File: src/rtl/rles_pkg.sv
`default_nettype none
package rles_pkg;

  localparam int MaxChannels = 8;
  localparam int EntryW = $clog2(MaxChannels);

  typedef enum logic [3:0] {
    OP_VALID    = 4'd0,
    OP_CRC_FAIL = 4'd1,
    OP_TIMEOUT  = 4'd2,
    OP_SYNC_GOT = 4'd3,
    OP_SYNC_LOST = 4'd4,
    OP_MISS     = 4'd5,
    OP_RECOV_IN = 4'd6,
    OP_RECOV_OK = 4'd7,
    OP_HARD     = 4'd8,
    OP_CORRECT  = 4'd9,
    OP_READ     = 4'd10,
    OP_CLEAR    = 4'd11
  } op_t;

  localparam logic [1:0] REG_COUNT = 2'd0;
  localparam logic [1:0] REG_LIST_LO = 2'd1;
  localparam logic [1:0] REG_LIST_HI = 2'd2;

  // controller to datapath
  typedef struct packed {
    logic update;   // apply the captured event
  } rles_cmd_t;

  typedef struct packed {
    logic [3:0]  op;
    logic [7:0]  channel;
    logic [31:0] signed_value;
    logic [31:0] miss_count;
    logic [47:0] timestamp;
    logic [5:0]  read_index;
  } event_t;

endpackage
`default_nettype wire

File: src/rtl/rles_ctrl.sv
`default_nettype none
module rles_ctrl
  import rles_pkg::*;
(
  input  wire logic      clk,
  input  wire logic      rst,
  input  wire logic      in_fire,
  input  wire logic      out_fire,
  output rles_cmd_t      cmd,
  output logic           busy,
  output logic           out_valid
);

  typedef enum logic [1:0] {S_IDLE, S_EXEC, S_HOLD} state_t;
  state_t state;

  assign cmd.update = (state == S_EXEC);
  assign busy = (state != S_IDLE) && !(state == S_HOLD && out_fire);

  // capture -> execute -> present result
  always_ff @(posedge clk) begin
    if (rst) begin
      state <= S_IDLE;
      out_valid <= 1'b0;
    end else begin
      case (state)
        S_IDLE: if (in_fire) state <= S_EXEC;
        S_EXEC: begin
          state <= S_HOLD;
          out_valid <= 1'b1;
        end
        S_HOLD: if (out_fire) begin
          out_valid <= 1'b0;
          state <= in_fire ? S_EXEC : S_IDLE;
        end
        default: state <= S_IDLE;
      endcase
    end
  end

endmodule
`default_nettype wire

File: src/rtl/rles_datapath.sv
`default_nettype none
module rles_datapath
  import rles_pkg::*;
(
  input  wire logic        clk,
  input  wire logic        rst,
  input  wire logic        in_fire,
  input  wire event_t      ev_in,
  input  wire rles_cmd_t   cmd,
  input  wire logic        cfg_we,
  input  wire logic [1:0]  cfg_index,
  input  wire logic [31:0] cfg_data,
  output logic [63:0]      read_data,
  output logic             channel_matched
);

  event_t ev;
  logic [3:0]  table_size;
  logic [31:0] list_lo, list_hi;

  logic [31:0] valid_total, crc_fail_total, timeout_total, sync_gained_total;
  logic [31:0] sync_lost_total, longest_miss_run, recovery_entries;
  logic [31:0] recovery_successes, hard_search_total, corrections_applied;
  logic [63:0] correction_magnitude_sum;
  logic [31:0] correction_magnitude_max;
  logic [31:0] timing_min, timing_max;
  logic [63:0] timing_sum;
  logic [31:0] timing_samples;
  logic [47:0] last_valid_time, recovery_start_time;
  logic [63:0] recovery_duration_sum;
  logic [31:0] recovery_duration_count;
  logic [47:0] recovery_duration_max;
  logic [31:0] pc_valid [MaxChannels];
  logic [31:0] pc_crc [MaxChannels];
  logic [31:0] pc_tmo [MaxChannels];

  // event capture
  always_ff @(posedge clk) begin
    if (in_fire) ev <= ev_in;
  end

  // configuration registers
  always_ff @(posedge clk) begin
    if (rst) begin
      table_size <= 4'd1;
      list_lo <= '0;
      list_hi <= '0;
    end else if (cfg_we) begin
      case (cfg_index)
        REG_COUNT:   table_size <= cfg_data[3:0];
        REG_LIST_LO: list_lo <= cfg_data;
        REG_LIST_HI: list_hi <= cfg_data;
        default: ;
      endcase
    end
  end

  // channel table search, first match wins
  logic [63:0] list_all;
  logic [4:0]  n_eff;
  logic             hit;
  logic [EntryW-1:0] hit_idx;
  assign list_all = {list_hi, list_lo};
  assign n_eff = (table_size > 4'(MaxChannels)) ? 5'(MaxChannels)
                                                : {1'b0, table_size};
  always_comb begin
    hit = 1'b0;
    hit_idx = '0;
    for (int i = MaxChannels - 1; i >= 0; i--) begin
      if (5'(i) < n_eff && list_all[8*i +: 8] == ev.channel) begin
        hit = 1'b1;
        hit_idx = EntryW'(i);
      end
    end
  end

  logic is_chan;
  assign is_chan = (ev.op == OP_VALID) || (ev.op == OP_CRC_FAIL) ||
                   (ev.op == OP_TIMEOUT);

  logic [31:0] sv_mag;
  logic        sv_neg;
  assign sv_neg = ev.signed_value[31];
  assign sv_mag = sv_neg ? (32'd0 - ev.signed_value) : ev.signed_value;

  logic [47:0] dur;
  logic        dur_ok;
  assign dur = ev.timestamp - recovery_start_time;
  assign dur_ok = (recovery_start_time != '0) && (ev.timestamp >= recovery_start_time);

  // read selection; per-channel counters decoded against constant indices
  logic [63:0] rd;
  always_comb begin
    rd = '0;
    case (ev.read_index)
      6'd0:  rd = {32'd0, valid_total};
      6'd1:  rd = {32'd0, crc_fail_total};
      6'd2:  rd = {32'd0, timeout_total};
      6'd3:  rd = {32'd0, sync_gained_total};
      6'd4:  rd = {32'd0, sync_lost_total};
      6'd5:  rd = {32'd0, longest_miss_run};
      6'd6:  rd = {32'd0, recovery_entries};
      6'd7:  rd = {32'd0, recovery_successes};
      6'd8:  rd = {32'd0, hard_search_total};
      6'd9:  rd = {32'd0, corrections_applied};
      6'd10: rd = correction_magnitude_sum;
      6'd11: rd = {32'd0, correction_magnitude_max};
      6'd12: rd = {{32{timing_min[31]}}, timing_min};
      6'd13: rd = {{32{timing_max[31]}}, timing_max};
      6'd14: rd = timing_sum;
      6'd15: rd = {32'd0, timing_samples};
      6'd16: rd = {16'd0, last_valid_time};
      6'd17: rd = {16'd0, recovery_start_time};
      6'd18: rd = recovery_duration_sum;
      6'd19: rd = {32'd0, recovery_duration_count};
      6'd20: rd = {16'd0, recovery_duration_max};
      default: begin
        for (int i = 0; i < MaxChannels; i++) begin
          if (ev.read_index == 6'(21 + 3 * i)) rd = {32'd0, pc_valid[i]};
          if (ev.read_index == 6'(22 + 3 * i)) rd = {32'd0, pc_crc[i]};
          if (ev.read_index == 6'(23 + 3 * i)) rd = {32'd0, pc_tmo[i]};
        end
      end
    endcase
  end

  // statistics update
  always_ff @(posedge clk) begin
    if (rst || (cmd.update && ev.op == OP_CLEAR)) begin
      valid_total <= '0; crc_fail_total <= '0; timeout_total <= '0;
      sync_gained_total <= '0; sync_lost_total <= '0; longest_miss_run <= '0;
      recovery_entries <= '0; recovery_successes <= '0; hard_search_total <= '0;
      corrections_applied <= '0; correction_magnitude_sum <= '0;
      correction_magnitude_max <= '0; timing_min <= '0; timing_max <= '0;
      timing_sum <= '0; timing_samples <= '0; last_valid_time <= '0;
      recovery_start_time <= '0; recovery_duration_sum <= '0;
      recovery_duration_count <= '0; recovery_duration_max <= '0;
      for (int i = 0; i < MaxChannels; i++) begin
        pc_valid[i] <= '0; pc_crc[i] <= '0; pc_tmo[i] <= '0;
      end
    end else if (cmd.update) begin
      case (ev.op)
        OP_VALID: begin
          valid_total <= valid_total + 32'd1;
          if (hit) pc_valid[hit_idx] <= pc_valid[hit_idx] + 32'd1;
          if (timing_samples == '0) begin
            timing_min <= ev.signed_value;
            timing_max <= ev.signed_value;
          end else begin
            if ($signed(ev.signed_value) < $signed(timing_min))
              timing_min <= ev.signed_value;
            if ($signed(ev.signed_value) > $signed(timing_max))
              timing_max <= ev.signed_value;
          end
          timing_sum <= timing_sum + {{32{sv_neg}}, ev.signed_value};
          timing_samples <= timing_samples + 32'd1;
          last_valid_time <= ev.timestamp;
        end
        OP_CRC_FAIL: begin
          crc_fail_total <= crc_fail_total + 32'd1;
          if (hit) pc_crc[hit_idx] <= pc_crc[hit_idx] + 32'd1;
        end
        OP_TIMEOUT: begin
          timeout_total <= timeout_total + 32'd1;
          if (hit) pc_tmo[hit_idx] <= pc_tmo[hit_idx] + 32'd1;
        end
        OP_SYNC_GOT:  sync_gained_total <= sync_gained_total + 32'd1;
        OP_SYNC_LOST: sync_lost_total <= sync_lost_total + 32'd1;
        OP_MISS: if (ev.miss_count > longest_miss_run) longest_miss_run <= ev.miss_count;
        OP_RECOV_IN: begin
          recovery_entries <= recovery_entries + 32'd1;
          recovery_start_time <= ev.timestamp;
        end
        OP_RECOV_OK: begin
          recovery_successes <= recovery_successes + 32'd1;
          if (dur_ok) begin
            recovery_duration_sum <= recovery_duration_sum + {16'd0, dur};
            recovery_duration_count <= recovery_duration_count + 32'd1;
            if (dur > recovery_duration_max) recovery_duration_max <= dur;
          end
          recovery_start_time <= '0;
        end
        OP_HARD: begin
          hard_search_total <= hard_search_total + 32'd1;
          recovery_start_time <= '0;
        end
        OP_CORRECT: if (ev.signed_value != '0) begin
          corrections_applied <= corrections_applied + 32'd1;
          correction_magnitude_sum <= correction_magnitude_sum + {32'd0, sv_mag};
          if (sv_mag > correction_magnitude_max) correction_magnitude_max <= sv_mag;
        end
        default: ;
      endcase
    end
  end

  // result register
  always_ff @(posedge clk) begin
    if (cmd.update) begin
      read_data <= (ev.op == OP_READ) ? rd : '0;
      channel_matched <= is_chan && hit;
    end
  end

endmodule
`default_nettype wire

File: src/rtl/radio_link_event_statistics_unit.sv
// Radio link event statistics unit.
// Input stream (s_axis_*): one event per transfer; tdata packs op, channel,
// signed_value, miss_count, timestamp, read_index. Each event yields exactly
// one result transfer on m_axis_* (read_data in tdata, channel_matched in
// tuser). read_data is nonzero only for read events.
// Timing: the event is captured on accept and applied in the next cycle
// (S_EXEC), where the result and m_axis_tvalid are registered.
// Flow: events are taken one at a time through the capture, execute and hold
// states of the controller; the next event is taken in the same cycle the
// pending result is transferred.
// Configuration: cfg_we/cfg_index/cfg_data write the table size (0),
// channel_list_low (1) and channel_list_high (2); write only when idle.
// Reset (rst, synchronous): all statistics to zero, table size to 1,
// channel lists to zero, no result pending.
// Output stall: the result holds on m_axis_tdata until taken; no new event
// is accepted meanwhile.
`default_nettype none
module radio_link_event_statistics_unit
  import rles_pkg::*;
(
  input  wire logic         clk,
  input  wire logic         rst,
  input  wire logic         s_axis_tvalid,
  output logic              s_axis_tready,
  // op[3:0], channel[11:4], signed_value[43:12], miss_count[75:44],
  // timestamp[123:76], read_index[129:124], zero pad to 136
  input  wire logic [135:0] s_axis_tdata,
  output logic              m_axis_tvalid,
  input  wire logic         m_axis_tready,
  // read_data[63:0]
  output logic [63:0]       m_axis_tdata,
  // channel_matched[0]
  output logic              m_axis_tuser,
  input  wire logic         cfg_we,
  input  wire logic [1:0]   cfg_index,
  input  wire logic [31:0]  cfg_data
);

  rles_cmd_t cmd;
  logic      busy, in_fire, out_fire;
  event_t    ev_in;

  assign s_axis_tready = !busy;
  assign in_fire = s_axis_tvalid && s_axis_tready;
  assign out_fire = m_axis_tvalid && m_axis_tready;
  assign ev_in = {s_axis_tdata[3:0], s_axis_tdata[11:4], s_axis_tdata[43:12],
                  s_axis_tdata[75:44], s_axis_tdata[123:76], s_axis_tdata[129:124]};

  rles_ctrl u_ctrl (
    .clk, .rst, .in_fire, .out_fire, .cmd, .busy, .out_valid(m_axis_tvalid)
  );

  rles_datapath u_dp (
    .clk, .rst, .in_fire, .ev_in, .cmd, .cfg_we, .cfg_index, .cfg_data,
    .read_data(m_axis_tdata), .channel_matched(m_axis_tuser)
  );

endmodule
`default_nettype wire

File: config.mk
export PLATFORM = sky130hd
export DESIGN_NAME = radio_link_event_statistics_unit
export DESIGN_NICKNAME = d
export VERILOG_FILES = /design/src/rtl/rles_pkg.sv /design/src/rtl/rles_ctrl.sv /design/src/rtl/rles_datapath.sv /design/src/rtl/radio_link_event_statistics_unit.sv
export SDC_FILE = /design/constraint.sdc
export NUM_CORES = 2
export LEC_CHECK = 0
export CAP_MARGIN = 30
export CORE_MARGIN = 1
export CORE_UTILIZATION = 30
export DETAILED_ROUTE_END_ITERATION = 16
export DONT_BUFFER_PORTS = 1
export PLACE_DENSITY = 0.54
export SYNTH_ARGS = -nofsm -noshare
export SYNTH_HDL_FRONTEND = slang
export SYNTH_HIERARCHICAL = 1
export SYNTH_SLANG_ARGS = --single-unit
File: constraint.sdc
create_clock -name clk -period 8.83 [get_ports clk]
set_clock_uncertainty 0.2 [all_clocks]
set_input_delay 0 -clock clk [delete_from_list [all_inputs] [get_ports clk]]
set_output_delay 0 -clock clk [all_outputs]
set_load 0.005 [all_outputs]
# [Word-level counts from Yosys, hierarchy flattened]
# Memory sizes are Yosys's and may differ from the RTL's.
# Cells that the tools add are included.
[totals] register_bits=1082 output_inout_bits=67 mem_count=3 mem_bits_rw=768
[op_classes] n_eq_ne=69 addsub=19 muxes=78 order_cmp=15 n_reduce_logical=57
[mem_list] memory="u_dp.pc_crc" words=8 width=32 read_ports=9 rd_clocked_by_memory_dff=0 write_ports=8 line_no="rles_datapath.sv:34" rtl="logic [31:0] pc_crc [MaxChannels];"
[mem_list] memory="u_dp.pc_tmo" words=8 width=32 read_ports=9 rd_clocked_by_memory_dff=0 write_ports=8 line_no="rles_datapath.sv:35" rtl="logic [31:0] pc_tmo [MaxChannels];"
[mem_list] memory="u_dp.pc_valid" words=8 width=32 read_ports=9 rd_clocked_by_memory_dff=0 write_ports=8 line_no="rles_datapath.sv:33" rtl="logic [31:0] pc_valid [MaxChannels];"
[ops] operator="64-bit one-hot mux with 21 select lines" count=1
[ops] operator="32-bit two-way mux" count=32
[ops] operator="32-bit by 1-bit adder with 32-bit output (second input constant)" count=14
[ops] operator="6-bit by 5-bit equality test with 1-bit output (second input constant)" count=16
[ops] operator="32-bit > comparator" count=3
[ops] operator="48-bit one-hot mux with 2 select lines" count=1
[ops] operator="32-bit OR reduction" count=3
[ops] operator="6-bit equality test (second input constant)" count=13
[ops] operator="64-bit by 32-bit adder with 64-bit output" count=1
[ops] operator="64-bit by 48-bit adder with 64-bit output" count=1
[ops] operator="64-bit adder" count=1
[ops] operator="8-bit equality test" count=8
[ops] operator="6-bit by 4-bit equality test with 1-bit output (second input constant)" count=8
[ops] operator="48-bit greater-or-equal comparator" count=1
[ops] operator="48-bit > comparator" count=1
[ops] operator="48-bit nonzero test" count=1
[ops] operator="48-bit subtractor" count=1
[ops] operator="3-bit two-way mux" count=11
[ops] operator="32-bit logical NOT" count=1
[ops] operator="32-bit < comparator" count=1
[ops] operator="32-bit nonzero test" count=1
[ops] operator="1-bit by 32-bit subtractor with 32-bit output (first input constant)" count=1
[ops] operator="1-bit two-way mux" count=28
[ops] operator="2-bit AND reduction" count=14
[ops] operator="other kinds (28)" count=75

# [Longest topological paths before layout]
[depth] depth_word=26 ltp_mapped=29 depth_no_buf=28

# [Cells and area by module]
# Netlist, hierarchy kept.
[by_module_without_submodules] module="rles_datapath" cells_per_inst=10914 seq_area_each_um2=46614.7 area_each_um2=100826.7 instances=1
[by_module_without_submodules] module="rles_ctrl" cells_per_inst=14 seq_area_each_um2=60.1 area_each_um2=146.4 instances=1
[by_module_without_submodules] module="radio_link_event_statistics_unit" cells_per_inst=3 seq_area_each_um2=0.0 area_each_um2=16.3 instances=1

# [Worst setup path before layout]
# No wires, ideal clock.
[synth_path] path_type="flip-flop to flip-flop" from="register u_ctrl.out_valid" to="register u_ctrl.state[0]" required_ps=8512 setup_ps=118 stages_incl_launch_ff=7 period_less_slack_ps=7618 arrival_time_ps=7300 setup_slack_ps=1212 path_cell_list="dfxtp_1 -> and2_1 -> inv_1 -> a21o_1 -> nor2b_1 -> inv_1 -> a2111oi_2"
[synth_between] elab_chain_cells=9
[synth_lines] item="start, declared" line_no="rles_ctrl.sv:11" rtl="output logic out_valid"
[synth_lines] item="start signal, assigned" line_no="rles_ctrl.sv:24" rtl="out_valid <= 1'b0;"
[synth_lines] item="start signal, assigned" line_no="rles_ctrl.sv:30" rtl="out_valid <= 1'b1;"
[synth_lines] item="start signal, assigned" line_no="rles_ctrl.sv:33" rtl="out_valid <= 1'b0;"
[synth_lines] item="1-bit logical AND (*)" line_no="radio_link_event_statistics_unit.sv:45" rtl="assign out_fire = m_axis_tvalid && m_axis_tready;"
[synth_lines] item="named net out_fire" line_no="radio_link_event_statistics_unit.sv:40" rtl="logic busy, in_fire, out_fire;"
[synth_lines] item="1-bit logical AND (*)" line_no="rles_ctrl.sv:18" rtl="assign busy = (state != S_IDLE) && !(state == S_HOLD && out_fire);"
[synth_lines] item="1-bit logical NOT (*)" line_no="rles_ctrl.sv:18"
[synth_lines] item="1-bit logical AND (*)" line_no="rles_ctrl.sv:18"
[synth_lines] item="named net busy" line_no="radio_link_event_statistics_unit.sv:40"
[synth_lines] item="1-bit logical NOT (*)" line_no="radio_link_event_statistics_unit.sv:43" rtl="assign s_axis_tready = !busy;"
[synth_lines] item="1-bit logical AND (*)" line_no="radio_link_event_statistics_unit.sv:44" rtl="assign in_fire = s_axis_tvalid && s_axis_tready;"
[synth_lines] item="named net in_fire" line_no="radio_link_event_statistics_unit.sv:40"
[synth_lines] item="1-bit two-way mux" line_no="rles_ctrl.sv:34" rtl="state <= in_fire ? S_EXEC : S_IDLE;"
[synth_lines] item="2-bit two-way mux" line_no="rles_ctrl.sv:32" rtl="S_HOLD: if (out_fire) begin"
[synth_lines] item="2-bit one-hot mux with 3 select lines" line_no="rles_ctrl.sv:26" rtl="case (state)"
[synth_lines] item="end signal, assigned" line_no="rles_ctrl.sv:34"
[synth_lines] item="end, declared" line_no="rles_ctrl.sv:15" rtl="state_t state;"
# Mark *: on every way through the listed nets, which the timed path passes. The rest lies on a longest branch. The select of a mux whose other input is x is not followed.
# A chain may end at the register's enable or synchronous reset.

==> results.json <==
{
  "status": "finished clean",
  "critPathCaptureType": "flop",
  "synthCells": 10900,
  "syn_to_final_growth_pct": 16.8,
  "hold_ws_ps": 34.7,
  "cts_htree_levels": 4,
  "setup_viol": 0,
  "fmax_mhz": 128,
  "cp.required_ps": 9310,
  "ys_seq_area_frac": 0.462,
  "globalplace.congestion": 1.01,
  "crit_path_start_kind": "flop",
  "grt_overflow": 0,
  "numCtsBuffers": 216,
  "drc": 0,
  "clk_latency_ps": 980,
  "ir_drop_uv": 170,
  "via_count": 94800,
  "drtIter0Drc": 14200,
  "max-slew-margin-rel": 0.187,
  "io_buffers": 0,
  "die_h_um": 582,
  "cp.arrival_ps": 8320,
  "ys.flop_type": "edfxtp_1",
  "dp_hpwl_um": 337000,
  "core_area_mm2": 0.334,
  "post_cts_buffers": 0,
  "min_path_type": "input pin to flop",
  "rows": 212,
  "path_class": "flop to flop",
  "drive_gt1_frac": 0.0775,
  "grt_first_pass_wirelength_um": 682000,
  "ys_types": 111,
  "clk_pin_slew_ps": 60,
  "r2r_cells": 14,
  "final.period_utilization": 0.888,
  "die_w_um": 582,
  "firstDrtPassIters": 8,
  "synth.top_cell.area_share": 0.286,
  "synth_fp_nets": 11500,
  "min_period_ps": 7840,
  "ys_seq_elements": 1850,
  "fillers": 34200,
  "num-nets-final": 11700,
  "cellLeakagePower_uw": 0.0416,
  "cts_tree": "yes",
  "yosysTopAreaCell": "edfxtp_1",
  "first_global_vias": 87200,
  "root_buffer": "clkbuf_16",
  "rsz0062_at_grt": "false",
  "drv_slew": 0,
  "finalWirelength_um": 498000,
  "clockBufferDepth": 4,
  "drtAntennaViolNets": 0,
  "wire_per_inst_um": 31.6,
  "powerDensity_mw_per_mm2": 177,
  "ys_warn_count": 6,
  "synth_area_leaders": "edfxtp_1 (29%), dfxtp_1 (18%), nor2_1 (6.6%), ha_1 (4.7%), a21oi_1 (3.8%)",
  "antenna_found_initial": 46,
  "setup-tns-final_ps": 0,
  "synth_edf_count": 963,
  "hold_depth": 2,
  "io_pins": 242,
  "synth.cell_area_mm2": 0.101,
  "fp.dieArea_mm2": 0.339,
  "grt_use_total": 0.281,
  "start_util": 0.302,
  "viasPerCell": 6.02,
  "cts.sinks": 1850,
  "critPathMaxFanout": 22,
  "tightest_slew_ps": 1220,
  "grt_start_max_net_pins": 180,
  "syn_avg_cell_area_um2": 9.24,
  "r2r_setup_slack_ps": 990,
  "max_cap_violations": 0,
  "async_flop_share": 0,
  "hold_viol_final": 0
}
## worst paths after layout
path	start	to
hold reg to reg	u_dp/last_valid_time[20]$_SDFFE_PP0P_	u_dp/last_valid_time[20]$_SDFFE_PP0P_
setup reg to reg	u_dp/ev[123]$_DFFE_PP_	u_dp/pc_crc[2][31]$_SDFFCE_PN0P_
hold / removal	s_axis_tdata[125]	u_dp/ev[1]$_DFFE_PP_
setup / recovery	u_dp/ev[123]$_DFFE_PP_	u_dp/pc_crc[2][31]$_SDFFCE_PN0P_
## per-layer routing
metal | global-route usage | up-vias | wire, um
met5 | 0.00595 | - | 425
met4 | 0.203 | 30 | 43800
met3 | 0.0854 | 1953 | 57800
met2 | 0.425 | 6600 | 212000
met1 | 0.338 | 45700 | 184000
li1 | - | 40600 | -
## through the flow
step           utilization  instances  power, uW  setup slack [ps]  instance area [um^2]
6_report             0.353      15800      20800               989                118000
5_1_grt              0.353      15700      21300               754                118000
4_1_cts              0.352      15700      20800              1280                118000
3_5_place_dp         0.320      14900      11600              1310                107000
3_3_place_gp         0.319      14900      11600              1380                107000
2_1_floorplan            -      10900      10800              1210                101000
## cells in the final DEF (no fill, tap or decap), types with 104 or more instances in the layout
cell type and n:
nor2_1 1717, edfxtp_1 963, nand2_1 911, dfxtp_1 887, a21oi_1 769, dlygate4sd3_1 384, ha_1 382, xor2_1 379
inv_1 349, nand3_1 349, a22oi_1 346, o21ai_0 345, xnor2_1 277, buf_4 272, clkbuf_16 223, mux2i_1 190
nor3_1 183, nand4_1 177, a21o_1 164, a221oi_1 151, and3_1 121, or3_1 113, o31ai_1 105, o221ai_1 104
## final cells by class
type,count,area (um^2),area share
multi-input cells,8063,51000,0.432
flip-flops and latches,1850,46700,0.396
repair buffers,696,6460,0.0548
clock buffers,296,6080,0.0516
well taps,4387,5490,0.0465
inverters,350,1310,0.0111
clock inverters,92,853,0.00724
diodes,32,80.1,0.000679
## report_power, final
group	switching [uW]	internal, uW
clock	3910	5170
sequential	251	9280
combinational	1480	728
total	5640	15200
## registers in the layout (all words and copies together) (netlist names), 64 cells and up
register and flops:
u_dp/correction_magnitude_sum 64, u_dp/ev 130, u_dp/pc_crc 256, u_dp/pc_tmo 256, u_dp/pc_valid 256, u_dp/read_data 64
u_dp/recovery_duration_sum 64, u_dp/timing_sum 64
## synth_stat cells (24+ instances only)
library cell,count
and3_1,122
a211oi_1,48
nor2_1,1764
a21o_1,164
a221oi_1,151
o21a_1,52
o21ai_0,346
nand4_1,177
xor2_1,379
o21bai_1,38
buf_2,62
a31oi_1,55
o31ai_1,106
nand2_1,946
xnor2_1,277
a22o_1,89
a21oi_1,772
mux2i_1,190
ha_1,382
o211ai_1,47
nor3_1,190
edfxtp_1,963
nand2b_1,53
nand3_1,350
a22oi_1,347
and4_1,41
o221ai_1,104
a222oi_1,70
clkbuf_1,520
dfxtp_1,887
o22a_1,24
nor2b_1,59
nor4_1,46
and2_1,33
or3_1,113
inv_1,350
or2_2,27
buf_1,55
o22ai_1,89
## logic make-up after synthesis
logic type	count (synthesis)	synth area share
xor gates and xnor gates	668	0.0588
and+or+nand+nor	4033	0.181
DFF	1850	0.462
muxes	213	0.0227
buffers and inverters	1018	0.0407
adders and majority gates	386	0.0481
AOI/OAI and AO/OA	2763	0.187
## worst max-delay path, stage by stage, from the launching register on
cell and delay, ps:
edfxtp_1 630, xor2_1 230, nor4_1 400, and3_2 1030, a21oi_4 270, o22ai_4 480, buf_4 450, buf_4 390
o221ai_1 180, a211oi_1 610, nand4_1 400, nor4_1 810, nand4_1 540, xor2_1 690, nor2b_1 230
## repair_timing
action / in CTS / in global routing
hold buffers: 386 / 0
hold endpoints to repair: 434 / 0
gates resized for setup: 0 / 0
Power figures use the tool's default switching activity.
